[config.mk]
export PLATFORM = sky130hd
export DESIGN_NAME = icmp_echo_reply_rtt_stats
export DESIGN_NICKNAME = d
export VERILOG_FILES = /design/src/hdl/icmp_rtt_pkg.sv /design/src/hdl/icmp_rtt_parse.sv /design/src/hdl/icmp_rtt_calc.sv /design/src/hdl/icmp_rtt_stats.sv /design/src/hdl/icmp_echo_reply_rtt_stats.sv
export SDC_FILE = /design/constraint.sdc
export NUM_CORES = 2
export LEC_CHECK = 0
export ABC_AREA = 0
export BUFFER_PORTS_ARGS = -buffer_cell sky130_fd_sc_hd__buf_2
export CORE_ASPECT_RATIO = 1.2
export CORE_MARGIN = 8
export CORE_UTILIZATION = 40
export CTS_BUF_LIST = sky130_fd_sc_hd__clkbuf_4
export CTS_CLUSTER_DIAMETER = 50
export DETAILED_ROUTE_END_ITERATION = 8
export PLACE_DENSITY = 0.63
export SYNTH_ARGS = -nofsm -noshare
export SYNTH_HDL_FRONTEND = slang
export SYNTH_HIERARCHICAL = 1
export SYNTH_SLANG_ARGS = --single-unit
[constraint.sdc]
create_clock -name clk -period 17.05 [get_ports clk]
set_input_delay 1.705 -clock clk [delete_from_list [all_inputs] [get_ports clk]]
set_output_delay 1.705 -clock clk [all_outputs]
set_load 0.005 [all_outputs]
[src/hdl/icmp_rtt_pkg.sv]
// ----------------------------------------------------------------------------
// icmp_rtt_pkg
// Shared constants, codes and stage bundles of the ICMP echo-reply RTT block.
// ----------------------------------------------------------------------------
`default_nettype none

package icmp_rtt_pkg;

  // Field widths
  localparam int POS_W            = 16;  // packet byte position counter
  localparam int TIME_FIELD_BYTES = 8;   // bytes per timestamp field
  localparam int HDR_W            = 6;   // IP header length in bytes
  localparam int SEC_W            = 32;
  localparam int US_W             = 20;
  localparam int RTT_W            = 32;
  localparam int TOTAL_W          = 48;
  localparam int COUNT_W          = 32;
  localparam int ID_W             = 16;
  localparam int ADDR_W           = 32;

  // Stream word layout
  localparam int IN_TDATA_W   = 64;
  localparam int OUT_TDATA_W  = 176;
  localparam int OUT_TUSER_W  = 4;
  localparam int CFG_ADDR_W   = 1;
  localparam int CFG_DATA_W   = 32;

  // Byte offsets inside the ICMP part
  localparam int OFF_TYPE       = 0;
  localparam int OFF_ID_LO      = 4;
  localparam int OFF_ID_HI      = 5;
  localparam int OFF_SEC        = 8;
  localparam int OFF_USEC       = OFF_SEC + TIME_FIELD_BYTES;
  localparam int MIN_ICMP_BYTES = OFF_USEC + TIME_FIELD_BYTES;
  localparam int OFF_W          = $clog2(MIN_ICMP_BYTES);
  localparam int SEC_BYTES      = SEC_W / 8;
  localparam int USEC_BYTES     = (US_W + 7) / 8;
  localparam int USEC_PAD_W     = USEC_BYTES * 8;

  // Source address bytes inside the IP header
  localparam int SRC_FIRST = 12;
  localparam int SRC_LAST  = 15;

  localparam logic [7:0] ICMP_ECHO_REPLY = 8'd0;

  // Round-trip arithmetic
  localparam int USEC_PER_SEC = 1000000;
  localparam int MS_PER_SEC   = 1000;
  localparam int US_PER_MS    = 1000;
  localparam int MS_W         = 45;  // signed milliseconds before clamping
  localparam int RECIP_SHIFT  = 30;
  localparam int RECIP_W      = 21;
  localparam longint USEC_RECIP = ((64'd1 << RECIP_SHIFT) + US_PER_MS - 1) / US_PER_MS;
  localparam int QP_W         = US_W + RECIP_W;
  localparam int Q_W          = 11;  // quotient of a 20-bit value by 1000

  typedef enum logic [2:0] {
    VERDICT_OK,
    VERDICT_SHORT,
    VERDICT_TYPE,
    VERDICT_ID,
    VERDICT_SRC
  } verdict_t;

  typedef enum logic [CFG_ADDR_W-1:0] {
    REG_EXPECTED_ID,
    REG_EXPECTED_SOURCE
  } cfg_reg_t;

  // Fields captured for one packet, handed over on its last byte
  typedef struct packed {
    logic              too_short;
    logic [7:0]        reply_type;
    logic [ID_W-1:0]   reply_id;
    logic [ADDR_W-1:0] source;
    logic [SEC_W-1:0]  sent_sec;
    logic [US_W-1:0]   sent_usec;
    logic [SEC_W-1:0]  recv_sec;
    logic [US_W-1:0]   recv_usec;
  } job_t;

  // Checked packet with its round trip
  typedef struct packed {
    verdict_t         verdict;
    logic [RTT_W-1:0] rtt;
  } res_t;

endpackage

`default_nettype wire

[src/hdl/icmp_rtt_parse.sv]
// ----------------------------------------------------------------------------
// icmp_rtt_parse
// Byte-wise packet parser: tracks position and captures header fields.
// ----------------------------------------------------------------------------
`default_nettype none

module icmp_rtt_parse (
  input  wire logic                           clk,
  input  wire logic                           rst_n,
  input  wire logic                           in_valid,
  input  wire logic [7:0]                     in_byte,
  input  wire logic                           in_last,
  input  wire logic [icmp_rtt_pkg::SEC_W-1:0] in_sec,
  input  wire logic [icmp_rtt_pkg::US_W-1:0]  in_usec,
  output logic                                in_ready,
  output logic                                job_valid_r,
  output icmp_rtt_pkg::job_t                  job_r,
  input  wire logic                           job_ready
);

  logic [icmp_rtt_pkg::POS_W-1:0]      pos_r, pos_nxt;
  logic [icmp_rtt_pkg::HDR_W-1:0]      hdr_r, hdr_nxt;
  logic [7:0]                          type_r, type_nxt;
  logic [icmp_rtt_pkg::ID_W-1:0]       id_r, id_nxt;
  logic [icmp_rtt_pkg::ADDR_W-1:0]     src_r, src_nxt;
  logic [icmp_rtt_pkg::SEC_W-1:0]      sec_r, sec_nxt;
  logic [icmp_rtt_pkg::US_W-1:0]       usec_r, usec_nxt;
  logic [icmp_rtt_pkg::USEC_PAD_W-1:0] usec_wide;
  logic [icmp_rtt_pkg::POS_W:0]        rel;
  logic [icmp_rtt_pkg::POS_W:0]        len;
  logic [icmp_rtt_pkg::POS_W:0]        need;
  logic [icmp_rtt_pkg::OFF_W-1:0]      off;
  logic [1:0]                          sec_k;
  logic [1:0]                          usec_k;
  logic                                near;
  logic                                accept;
  icmp_rtt_pkg::job_t                  job_nxt;

  assign in_ready = !job_valid_r || job_ready;
  assign accept   = in_valid && in_ready;

  // Place captures relative to the ICMP header start
  always_comb begin
    hdr_nxt = (pos_r == '0) ? {in_byte[3:0], 2'b00} : hdr_r;
    rel     = {1'b0, pos_r} - (icmp_rtt_pkg::POS_W+1)'(hdr_nxt);
    near    = !rel[icmp_rtt_pkg::POS_W] &&
              (rel[icmp_rtt_pkg::POS_W-1:0] <
               icmp_rtt_pkg::POS_W'(icmp_rtt_pkg::MIN_ICMP_BYTES));
    off     = rel[icmp_rtt_pkg::OFF_W-1:0];
    sec_k   = 2'(off - icmp_rtt_pkg::OFF_W'(icmp_rtt_pkg::OFF_SEC));
    usec_k  = 2'(off - icmp_rtt_pkg::OFF_W'(icmp_rtt_pkg::OFF_USEC));

    type_nxt  = type_r;
    id_nxt    = id_r;
    src_nxt   = src_r;
    sec_nxt   = sec_r;
    usec_wide = icmp_rtt_pkg::USEC_PAD_W'(usec_r);

    // Source address, first byte on the wire is the most significant
    if (pos_r >= icmp_rtt_pkg::POS_W'(icmp_rtt_pkg::SRC_FIRST) &&
        pos_r <= icmp_rtt_pkg::POS_W'(icmp_rtt_pkg::SRC_LAST)) begin
      src_nxt[{~pos_r[1:0], 3'b000} +: 8] = in_byte;
    end
    if (near && off == icmp_rtt_pkg::OFF_W'(icmp_rtt_pkg::OFF_TYPE)) begin
      type_nxt = in_byte;
    end
    if (near && off == icmp_rtt_pkg::OFF_W'(icmp_rtt_pkg::OFF_ID_LO)) begin
      id_nxt[7:0] = in_byte;
    end
    if (near && off == icmp_rtt_pkg::OFF_W'(icmp_rtt_pkg::OFF_ID_HI)) begin
      id_nxt[15:8] = in_byte;
    end
    // Low bytes of the little-endian seconds field
    if (near && off >= icmp_rtt_pkg::OFF_W'(icmp_rtt_pkg::OFF_SEC) &&
        off < icmp_rtt_pkg::OFF_W'(icmp_rtt_pkg::OFF_SEC + icmp_rtt_pkg::SEC_BYTES)) begin
      sec_nxt[{sec_k, 3'b000} +: 8] = in_byte;
    end
    // Low bytes of the little-endian microseconds field
    if (near && off >= icmp_rtt_pkg::OFF_W'(icmp_rtt_pkg::OFF_USEC) &&
        off < icmp_rtt_pkg::OFF_W'(icmp_rtt_pkg::OFF_USEC + icmp_rtt_pkg::USEC_BYTES)) begin
      usec_wide[{usec_k, 3'b000} +: 8] = in_byte;
    end
    usec_nxt = usec_wide[icmp_rtt_pkg::US_W-1:0];

    // Advance position, saturating; restart after the last byte
    if (in_last) begin
      pos_nxt = '0;
    end else if (pos_r != '1) begin
      pos_nxt = pos_r + 1'b1;
    end else begin
      pos_nxt = pos_r;
    end

    len  = {1'b0, pos_r} + 1'b1;
    need = (icmp_rtt_pkg::POS_W+1)'(hdr_nxt) +
           (icmp_rtt_pkg::POS_W+1)'(icmp_rtt_pkg::MIN_ICMP_BYTES);

    job_nxt.too_short  = len < need;
    job_nxt.reply_type = type_nxt;
    job_nxt.reply_id   = id_nxt;
    job_nxt.source     = src_nxt;
    job_nxt.sent_sec   = sec_nxt;
    job_nxt.sent_usec  = usec_nxt;
    job_nxt.recv_sec   = in_sec;
    job_nxt.recv_usec  = in_usec;
  end

  // Hold captured fields across packets
  always_ff @(posedge clk) begin
    if (!rst_n) begin
      pos_r       <= '0;
      hdr_r       <= '0;
      type_r      <= '0;
      id_r        <= '0;
      src_r       <= '0;
      sec_r       <= '0;
      usec_r      <= '0;
      job_valid_r <= 1'b0;
    end else begin
      if (accept) begin
        pos_r  <= pos_nxt;
        hdr_r  <= hdr_nxt;
        type_r <= type_nxt;
        id_r   <= id_nxt;
        src_r  <= src_nxt;
        sec_r  <= sec_nxt;
        usec_r <= usec_nxt;
      end
      if (in_ready) begin
        job_valid_r <= accept && in_last;
      end
    end
  end

  // Launch a job on the last byte
  always_ff @(posedge clk) begin
    if (accept && in_last) begin
      job_r <= job_nxt;
    end
  end

endmodule

`default_nettype wire

[src/hdl/icmp_rtt_calc.sv]
// ----------------------------------------------------------------------------
// icmp_rtt_calc
// Reply checks and round-trip arithmetic in three pipeline stages.
// ----------------------------------------------------------------------------
`default_nettype none

module icmp_rtt_calc (
  input  wire logic                                clk,
  input  wire logic                                rst_n,
  input  wire logic                                cfg_we,
  input  wire logic [icmp_rtt_pkg::CFG_ADDR_W-1:0] cfg_addr,
  input  wire logic [icmp_rtt_pkg::CFG_DATA_W-1:0] cfg_wdata,
  input  wire logic                                job_valid,
  input  wire icmp_rtt_pkg::job_t                  job,
  output logic                                     job_ready,
  output logic                                     res_valid_r,
  output icmp_rtt_pkg::res_t                       res_r,
  input  wire logic                                res_ready
);

  logic [icmp_rtt_pkg::ID_W-1:0]   exp_id_r;
  logic [icmp_rtt_pkg::ADDR_W-1:0] exp_src_r;

  // Stage 2: verdict and time differences
  logic                            v2_r, ready2;
  icmp_rtt_pkg::verdict_t          verdict2_r, verdict2_nxt;
  logic [icmp_rtt_pkg::SEC_W+1:0]  s2_r, s2_nxt;
  logic [icmp_rtt_pkg::US_W:0]     us2_r, us2_nxt, us_diff;

  // Stage 3: products
  logic                            v3_r, ready3;
  icmp_rtt_pkg::verdict_t          verdict3_r;
  logic [icmp_rtt_pkg::MS_W-1:0]   s1000_r, s1000_nxt;
  logic [icmp_rtt_pkg::QP_W-1:0]   qp_r, qp_nxt;
  logic                            neg3_r;
  logic [icmp_rtt_pkg::US_W:0]     us_neg;
  logic [icmp_rtt_pkg::US_W-1:0]   us_mag;

  // Stage 4: sum and clamp
  logic                            ready4;
  logic [icmp_rtt_pkg::Q_W-1:0]    q;
  logic [icmp_rtt_pkg::MS_W-1:0]   q_ext, q_s, ms;
  icmp_rtt_pkg::res_t              res_nxt;

  assign ready4    = !res_valid_r || res_ready;
  assign ready3    = !v3_r || ready4;
  assign ready2    = !v2_r || ready3;
  assign job_ready = ready2;

  // Write match registers
  always_ff @(posedge clk) begin
    if (!rst_n) begin
      exp_id_r  <= '0;
      exp_src_r <= '0;
    end else if (cfg_we) begin
      case (cfg_addr)
        icmp_rtt_pkg::REG_EXPECTED_ID:     exp_id_r  <= cfg_wdata[icmp_rtt_pkg::ID_W-1:0];
        icmp_rtt_pkg::REG_EXPECTED_SOURCE: exp_src_r <= cfg_wdata[icmp_rtt_pkg::ADDR_W-1:0];
        default: ;
      endcase
    end
  end

  // Check the reply in priority order; borrow a second when needed
  always_comb begin
    if (job.too_short) begin
      verdict2_nxt = icmp_rtt_pkg::VERDICT_SHORT;
    end else if (job.reply_type != icmp_rtt_pkg::ICMP_ECHO_REPLY) begin
      verdict2_nxt = icmp_rtt_pkg::VERDICT_TYPE;
    end else if (job.reply_id != exp_id_r) begin
      verdict2_nxt = icmp_rtt_pkg::VERDICT_ID;
    end else if (job.source != exp_src_r) begin
      verdict2_nxt = icmp_rtt_pkg::VERDICT_SRC;
    end else begin
      verdict2_nxt = icmp_rtt_pkg::VERDICT_OK;
    end

    us_diff = {1'b0, job.recv_usec} - {1'b0, job.sent_usec};
    us2_nxt = us_diff[icmp_rtt_pkg::US_W] ?
              us_diff + (icmp_rtt_pkg::US_W+1)'(icmp_rtt_pkg::USEC_PER_SEC) : us_diff;
    s2_nxt  = {2'b00, job.recv_sec} - {2'b00, job.sent_sec} -
              (icmp_rtt_pkg::SEC_W+2)'(us_diff[icmp_rtt_pkg::US_W]);
  end

  // Scale seconds; divide the microsecond magnitude by reciprocal
  always_comb begin
    s1000_nxt = {{(icmp_rtt_pkg::MS_W-icmp_rtt_pkg::SEC_W-2){s2_r[icmp_rtt_pkg::SEC_W+1]}},
                 s2_r} * icmp_rtt_pkg::MS_W'(icmp_rtt_pkg::MS_PER_SEC);
    us_neg    = ~us2_r + 1'b1;
    us_mag    = us2_r[icmp_rtt_pkg::US_W] ? us_neg[icmp_rtt_pkg::US_W-1:0]
                                          : us2_r[icmp_rtt_pkg::US_W-1:0];
    qp_nxt    = icmp_rtt_pkg::QP_W'(us_mag) *
                icmp_rtt_pkg::QP_W'(icmp_rtt_pkg::USEC_RECIP);
  end

  // Truncate toward zero, add, clamp to 32 bits
  always_comb begin
    q     = qp_r[icmp_rtt_pkg::RECIP_SHIFT +: icmp_rtt_pkg::Q_W];
    q_ext = icmp_rtt_pkg::MS_W'(q);
    q_s   = neg3_r ? (~q_ext + 1'b1) : q_ext;
    ms    = s1000_r + q_s;

    res_nxt.verdict = verdict3_r;
    if (verdict3_r != icmp_rtt_pkg::VERDICT_OK || ms[icmp_rtt_pkg::MS_W-1]) begin
      res_nxt.rtt = '0;
    end else if (|ms[icmp_rtt_pkg::MS_W-2:icmp_rtt_pkg::RTT_W]) begin
      res_nxt.rtt = '1;
    end else begin
      res_nxt.rtt = ms[icmp_rtt_pkg::RTT_W-1:0];
    end
  end

  // Advance stage valids
  always_ff @(posedge clk) begin
    if (!rst_n) begin
      v2_r        <= 1'b0;
      v3_r        <= 1'b0;
      res_valid_r <= 1'b0;
    end else begin
      if (ready2) v2_r <= job_valid;
      if (ready3) v3_r <= v2_r;
      if (ready4) res_valid_r <= v3_r;
    end
  end

  // Advance stage payloads
  always_ff @(posedge clk) begin
    if (ready2 && job_valid) begin
      verdict2_r <= verdict2_nxt;
      s2_r       <= s2_nxt;
      us2_r      <= us2_nxt;
    end
    if (ready3 && v2_r) begin
      verdict3_r <= verdict2_r;
      s1000_r    <= s1000_nxt;
      qp_r       <= qp_nxt;
      neg3_r     <= us2_r[icmp_rtt_pkg::US_W];
    end
    if (ready4 && v3_r) begin
      res_r <= res_nxt;
    end
  end

endmodule

`default_nettype wire

[src/hdl/icmp_rtt_stats.sv]
// ----------------------------------------------------------------------------
// icmp_rtt_stats
// Running min, max, total and count; result register of the block.
// ----------------------------------------------------------------------------
`default_nettype none

module icmp_rtt_stats (
  input  wire logic                             clk,
  input  wire logic                             rst_n,
  input  wire logic                             res_valid,
  input  wire icmp_rtt_pkg::res_t               res,
  output logic                                  res_ready,
  output logic                                  out_valid_r,
  input  wire logic                             out_ready,
  output icmp_rtt_pkg::verdict_t                out_verdict_r,
  output logic [icmp_rtt_pkg::RTT_W-1:0]        out_rtt_r,
  output logic [icmp_rtt_pkg::RTT_W-1:0]        out_min_r,
  output logic [icmp_rtt_pkg::RTT_W-1:0]        out_max_r,
  output logic [icmp_rtt_pkg::TOTAL_W-1:0]      out_total_r,
  output logic [icmp_rtt_pkg::COUNT_W-1:0]      out_count_r,
  output logic                                  out_stats_valid_r
);

  logic [icmp_rtt_pkg::RTT_W-1:0]   min_r, min_nxt;
  logic [icmp_rtt_pkg::RTT_W-1:0]   max_r, max_nxt;
  logic [icmp_rtt_pkg::TOTAL_W-1:0] total_r, total_nxt;
  logic [icmp_rtt_pkg::COUNT_W-1:0] count_r, count_nxt;
  logic [icmp_rtt_pkg::TOTAL_W:0]   sum;
  logic                             take;

  assign res_ready = !out_valid_r || out_ready;
  assign take      = res_ready && res_valid;

  // Fold an accepted round trip into the statistics
  always_comb begin
    min_nxt   = min_r;
    max_nxt   = max_r;
    total_nxt = total_r;
    count_nxt = count_r;
    sum       = {1'b0, total_r} + (icmp_rtt_pkg::TOTAL_W+1)'(res.rtt);
    if (res.verdict == icmp_rtt_pkg::VERDICT_OK) begin
      if (count_r == '0) begin
        min_nxt = res.rtt;
        max_nxt = res.rtt;
      end else begin
        if (res.rtt < min_r) min_nxt = res.rtt;
        if (res.rtt > max_r) max_nxt = res.rtt;
      end
      total_nxt = sum[icmp_rtt_pkg::TOTAL_W] ? '1 : sum[icmp_rtt_pkg::TOTAL_W-1:0];
      if (count_r != '1) count_nxt = count_r + 1'b1;
    end
  end

  // Hold statistics and output valid
  always_ff @(posedge clk) begin
    if (!rst_n) begin
      min_r       <= '0;
      max_r       <= '0;
      total_r     <= '0;
      count_r     <= '0;
      out_valid_r <= 1'b0;
    end else begin
      if (take) begin
        min_r   <= min_nxt;
        max_r   <= max_nxt;
        total_r <= total_nxt;
        count_r <= count_nxt;
      end
      if (res_ready) out_valid_r <= res_valid;
    end
  end

  // Load the result word
  always_ff @(posedge clk) begin
    if (take) begin
      out_verdict_r     <= res.verdict;
      out_rtt_r         <= res.rtt;
      out_min_r         <= min_nxt;
      out_max_r         <= max_nxt;
      out_total_r       <= total_nxt;
      out_count_r       <= count_nxt;
      out_stats_valid_r <= count_nxt != '0;
    end
  end

endmodule

`default_nettype wire

[src/hdl/icmp_echo_reply_rtt_stats.sv]
// ----------------------------------------------------------------------------
// icmp_echo_reply_rtt_stats
// Checks received IPv4 ICMP echo replies and keeps round-trip statistics.
//
//   channel  dir  handshake         content
//   in_      in   tvalid/tready     one packet byte per word, tlast on final
//   out_     out  tvalid/tready     one verdict and statistics per packet
//   cfg_     in   we                expected identifier / source address
//
// One byte is taken per cycle with no gaps between packets unless a packet
// waits in the parse register. The result of a packet passes through the parse
// register, check stage, multiply stage, clamp stage and the statistics/result
// register. Every stage has its own valid and moves when the next stage is
// free, so input keeps flowing while a result waits until every stage is full.
// Reset clears all captured fields, statistics and the match registers.
// ----------------------------------------------------------------------------
`default_nettype none

module icmp_echo_reply_rtt_stats (
  input  wire logic                                 clk,
  input  wire logic                                 rst_n,
  input  wire logic                                 in_tvalid,
  output logic                                      in_tready,
  // packet_byte [7:0], recv_seconds [39:8], recv_microseconds [59:40]
  input  wire logic [icmp_rtt_pkg::IN_TDATA_W-1:0]  in_tdata,
  input  wire logic                                 in_tlast,
  output logic                                      out_tvalid,
  input  wire logic                                 out_tready,
  // rtt_ms [31:0], min_rtt_ms [63:32], max_rtt_ms [95:64],
  // total_rtt_ms [143:96], accepted_count [175:144]
  output logic [icmp_rtt_pkg::OUT_TDATA_W-1:0]      out_tdata,
  // verdict [2:0], stats_valid [3]
  output logic [icmp_rtt_pkg::OUT_TUSER_W-1:0]      out_tuser,
  input  wire logic                                 cfg_we,
  input  wire logic [icmp_rtt_pkg::CFG_ADDR_W-1:0]  cfg_addr,
  input  wire logic [icmp_rtt_pkg::CFG_DATA_W-1:0]  cfg_wdata
);

  logic                                job_valid, job_ready;
  icmp_rtt_pkg::job_t                  job;
  logic                                res_valid, res_ready;
  icmp_rtt_pkg::res_t                  res;
  icmp_rtt_pkg::verdict_t              out_verdict;
  logic [icmp_rtt_pkg::RTT_W-1:0]      out_rtt, out_min, out_max;
  logic [icmp_rtt_pkg::TOTAL_W-1:0]    out_total;
  logic [icmp_rtt_pkg::COUNT_W-1:0]    out_count;
  logic                                out_stats_valid;

  icmp_rtt_parse u_parse (
    .clk         (clk),
    .rst_n       (rst_n),
    .in_valid    (in_tvalid),
    .in_byte     (in_tdata[7:0]),
    .in_last     (in_tlast),
    .in_sec      (in_tdata[39:8]),
    .in_usec     (in_tdata[59:40]),
    .in_ready    (in_tready),
    .job_valid_r (job_valid),
    .job_r       (job),
    .job_ready   (job_ready)
  );

  icmp_rtt_calc u_calc (
    .clk         (clk),
    .rst_n       (rst_n),
    .cfg_we      (cfg_we),
    .cfg_addr    (cfg_addr),
    .cfg_wdata   (cfg_wdata),
    .job_valid   (job_valid),
    .job         (job),
    .job_ready   (job_ready),
    .res_valid_r (res_valid),
    .res_r       (res),
    .res_ready   (res_ready)
  );

  icmp_rtt_stats u_stats (
    .clk               (clk),
    .rst_n             (rst_n),
    .res_valid         (res_valid),
    .res               (res),
    .res_ready         (res_ready),
    .out_valid_r       (out_tvalid),
    .out_ready         (out_tready),
    .out_verdict_r     (out_verdict),
    .out_rtt_r         (out_rtt),
    .out_min_r         (out_min),
    .out_max_r         (out_max),
    .out_total_r       (out_total),
    .out_count_r       (out_count),
    .out_stats_valid_r (out_stats_valid)
  );

  // Pack the result word
  assign out_tdata = {out_count, out_total, out_max, out_min, out_rtt};
  assign out_tuser = {out_stats_valid, out_verdict};

endmodule

`default_nettype wire

==> summary.txt <==
Run status
  – Status: finished, final reports clean

Placement
  – Post-DP Area: around 0.058 mm²
  – Worst slack, placed: 8830 ps
  – Buffers on Ports: 280
  – Placed Cells: 7328
  – GPL Wtd Cong: 0.903
  – DP Wirelength: between 100000 and 150000 µm

Timing
  – Worst-Margin Slew: approximately 1400 ps
  – Period utilization: 0.479
  – Unrepaired setup endpoints after global routing: no
  – Setup WS post-layout: 8880 ps
  – Final Critical Period: 8170 ps
  – Fmax: about 0.12 GHz
  – Fin. Hold Viols: 0
  – Slew Limit Fails: 0
  – Setup TNS: 0 ps
  – Worst clock skew: 107 ps
  – Hold Slack: between 400 and 500 ps
  – Setup Viol. Count Final: 0
  – Rel. slew slack: 0.0740

Final layout
  – Sequential cell area: 0.0213 mm²
  – Finished Core Util: 0.446
  – Fill count: approximately 13k
  – Proportion of layout cells with a drive suffix above 1: 0.141
  – Nets: 6531
  – Final instance area: 0.0605 mm²
  – Multi-input logic area: about 0.03 mm²
  – Final Non-Filler Cells: 7724
  – Syn-to-layout area delta: 10.8%

CTS
  – H-tree levels: 4
  – Clock sinks: about 820
  – Clock transition at path regs: ~60 ps
  – Maximum buffer depth of the clock tree: 3
  – Clock buffer count from CTS: 211
  – CTS resizes: 0
  – CTS tree: done
  – CTS root buffer: clkbuf_4
  – Worst-Skew Late Latency: 1200 ps
  – Post-CTS Setup Bufs: 0
  – # hold bufs at CTS: 0

Detailed routing
  – TritonRoute pass-1 iters: 7
  – Vias: 41.0k
  – DRT iter0 DRCs: about 2.3k
  – Avg Vias per Cell: 5.30
  – Detail Route Antenna Nets: 0
  – Routed WL: 141000 µm
  – DRC errors left: 0
  – Wire per inst: 18.3 µm

Flow run
  – Max-Cap Viols: 0

Worst setup path
  – Req. time, crit path: between 15000 and 20000 ps
  – Worst R2R Start: u_calc/us2_r[0]$_DFFE_PP_
  – Cell family with most CP delay: adder cells
  – Slowest CP cell: edfxtp_1
  – Max stage delay on crit path: ~560 ps
  – Worst Path Arrival: roughly 9100 ps
  – Crit. Startpoint: u_calc/us2_r[0]$_DFFE_PP_
  – CP endpoint kind: flop
  – WS Path Type: reg2reg
  – R2R depth: 26
  – Critical path buffer and inverter count: 4
  – Worst Path Max Fanout: 8
  – Reg-to-Reg End: u_calc/qp_r[39]$_DFFE_PP_
  – Worst R2R Setup Slack: 8880 ps
  – Startpoint Class: flop

Power
  – Cell-internal power: 4.31 mW
  – Power Total: slightly below 7 mW
  – Pwr/cell area: between 100 and 150 mW/mm²
  – Sw power: 2.44 mW
  – Flop pwr share: 0.336
  – Pleak: 25.1 nW
  – Max VDD drop: 0.132 mV
  – Sw Share: 0.361
  – Gate power share: 0.403
  – Clock network power share: 0.261

Synthesis
  – Syn Inst Count: around 5.4k
  – Top-count cell post-synth: nand2_1
  – Synth Warn #: 6
  – Largest cells by area after synthesis: edfxtp_1, dfxtp_1, ha_1, fa_1, nand2_1
  – Asr flop ratio synth: 0
  – Cell variety after synth: 122
  – Post-synth EDFFs: about 490
  – Top cells by count, synth: nand2_1, edfxtp_1, ha_1
  – Dominant synthesized flop cell: edfxtp_1
  – Synth area leader: edfxtp_1
  – Sequential area share after synthesis: 0.390
  – Flops & latches, synth: about 820
  – Top cell type's share of synthesized area: 0.270
  – Synth Area per Inst: around 10 µm²
  – Syn_nets: just over 6k
  – Synth Cell Area: 0.0546 mm²

Worst hold path
  – WHS Path Cells: 2
  – Min-delay src: u_parse/src_r[23]$_SDFFE_PN0P_
  – Type of the worst min-delay path: reg2reg
  – Hold endpoint: u_parse/src_r[23]$_SDFFE_PN0P_

GRT
  – Grt ovf: 0
  – Initial antenna violation count: 5
  – First-pass GRT wire length: about 220000 µm
  – Gr usage total: 0.186
  – Vias in the first global route: 41.4k
  – Pin count of the biggest net entering global routing: between 100 and 150

Floorplanning
  – Total Die Area: 0.149 mm²
  – Row cnt: 148
  – Core area: 0.136 mm²
  – I/O Pins: 285
  – Chip Width: 353 µm
  – Initial Util: 0.403
  – Die H: 421 µm
[cell families (layout without fill, tap and decap cells)]
| logic type | Yosys count | after routing | synth area share |
|---|---|---|---|
| compound gates | 1181 | 1181 | 0.142 |
| xor+xnor | 346 | 346 | 0.0558 |
| fa+ha+maj | 687 | 687 | 0.188 |
| buf+inv | 665 | 1145 | 0.0484 |
| flops | 818 | 818 | 0.390 |
| mux | 202 | 202 | 0.0393 |
| other cells | 0 | 5 | 0 |
| simple gates | 1540 | 1540 | 0.137 |
[metal layers]
metal,GRT usage,up-vias,share of wire
li1,-,20100,-
met2,0.325,998,0.49
met5,0,-,0.00018
met3,0.0329,286,0.045
met1,0.224,19600,0.43
met4,0.0818,4,0.041
[layout by cell type, fill, tap and decap left out, types with 23 or more instances in the layout]
master / netlist / final
buf_4: 8 / 36
ha_1: 468 / 468
o211ai_1: 36 / 36
nand4_1: 76 / 76
nor4_1: 57 / 56
nand3_1: 90 / 90
o21a_1: 65 / 65
nor2_1: 292 / 291
edfxtp_1: 491 / 491
fa_1: 219 / 219
and2_1: 26 / 25
a21o_1: 118 / 118
a21boi_0: 63 / 62
xnor2_1: 214 / 214
o21ai_0: 274 / 274
a211oi_1: 30 / 30
a21oi_1: 306 / 306
inv_1: 436 / 434
a31oi_1: 24 / 23
o31ai_1: 27 / 27
o21bai_1: 24 / 24
o2bb2ai_1: 32 / 32
nand2b_1: 33 / 33
nor2b_1: 44 / 43
dfxtp_1: 327 / 327
nor3_1: 96 / 95
buf_2: 41 / 279
and3_1: 48 / 48
clkbuf_4: 0 / 312
mux2i_1: 130 / 130
mux2_2: 48 / 48
or3_1: 32 / 31
xor2_1: 130 / 130
clkinv_1: 1 / 42
nand2_1: 635 / 635
[cell type report]
type / count / share of cell area
Antenna cell: 5 / 0.000207
Inverter: 438 / 0.0274
Clock buffer: 312 / 0.0387
Multi-Input combinational cell: 3956 / 0.508
Sequential cell: 818 / 0.352
Clock inverter: 79 / 0.00875
Tap cell: 1800 / 0.0372
Timing Repair Buffer: 316 / 0.0278
[power groups by stage]
stage	Combinational (mW)	Clock, mW	Sequential (mW)
2_1_floorplan	2.10	0	2.30
3_3_place_gp	2.67	0	2.31
3_5_place_dp	2.71	0	2.31
4_1_cts	2.74	1.84	2.27
5_1_grt	3.12	1.93	2.28
6_report	2.72	1.76	2.27
[sequential cells by signal, summed over array words and instances (netlist names), 32 cells and up]
signal	flops
u_calc/s2_r	34
u_parse/sec_r	32
u_stats/total_r	48
u_stats/out_total_r	48
u_stats/out_count_r	32
u_stats/out_max_r	32
u_stats/min_r	32
u_parse/job_r	161
u_stats/count_r	32
u_stats/out_rtt_r	32
u_calc/res_r	35
u_calc/s1000_r	42
u_parse/src_r	32
u_stats/max_r	32
u_stats/out_min_r	32
u_calc/exp_src_r	32
[how the worst max path moves through the flow]
stage | end | slack (ps) | cells past startpoint
after global routing | u_calc/qp_r[39]$_DFFE_PP_ | 8380 | 26
after detailed placement | u_calc/qp_r[39]$_DFFE_PP_ | 8830 | 26
final | u_calc/qp_r[39]$_DFFE_PP_ | 8880 | 26
after CTS | u_calc/qp_r[39]$_DFFE_PP_ | 8800 | 26
after floorplan | u_stats/count_r[27]$_SDFFE_PN0P_ | 9050 | 7
after global placement | u_calc/qp_r[39]$_DFFE_PP_ | 8930 | 26
[tightest hold or removal path, stage by stage, from the launching register on]
cell	delay [ps]
dfxtp_1	310
nand2_1	50
a21oi_1	50
(Power assumes the default switching activity.)
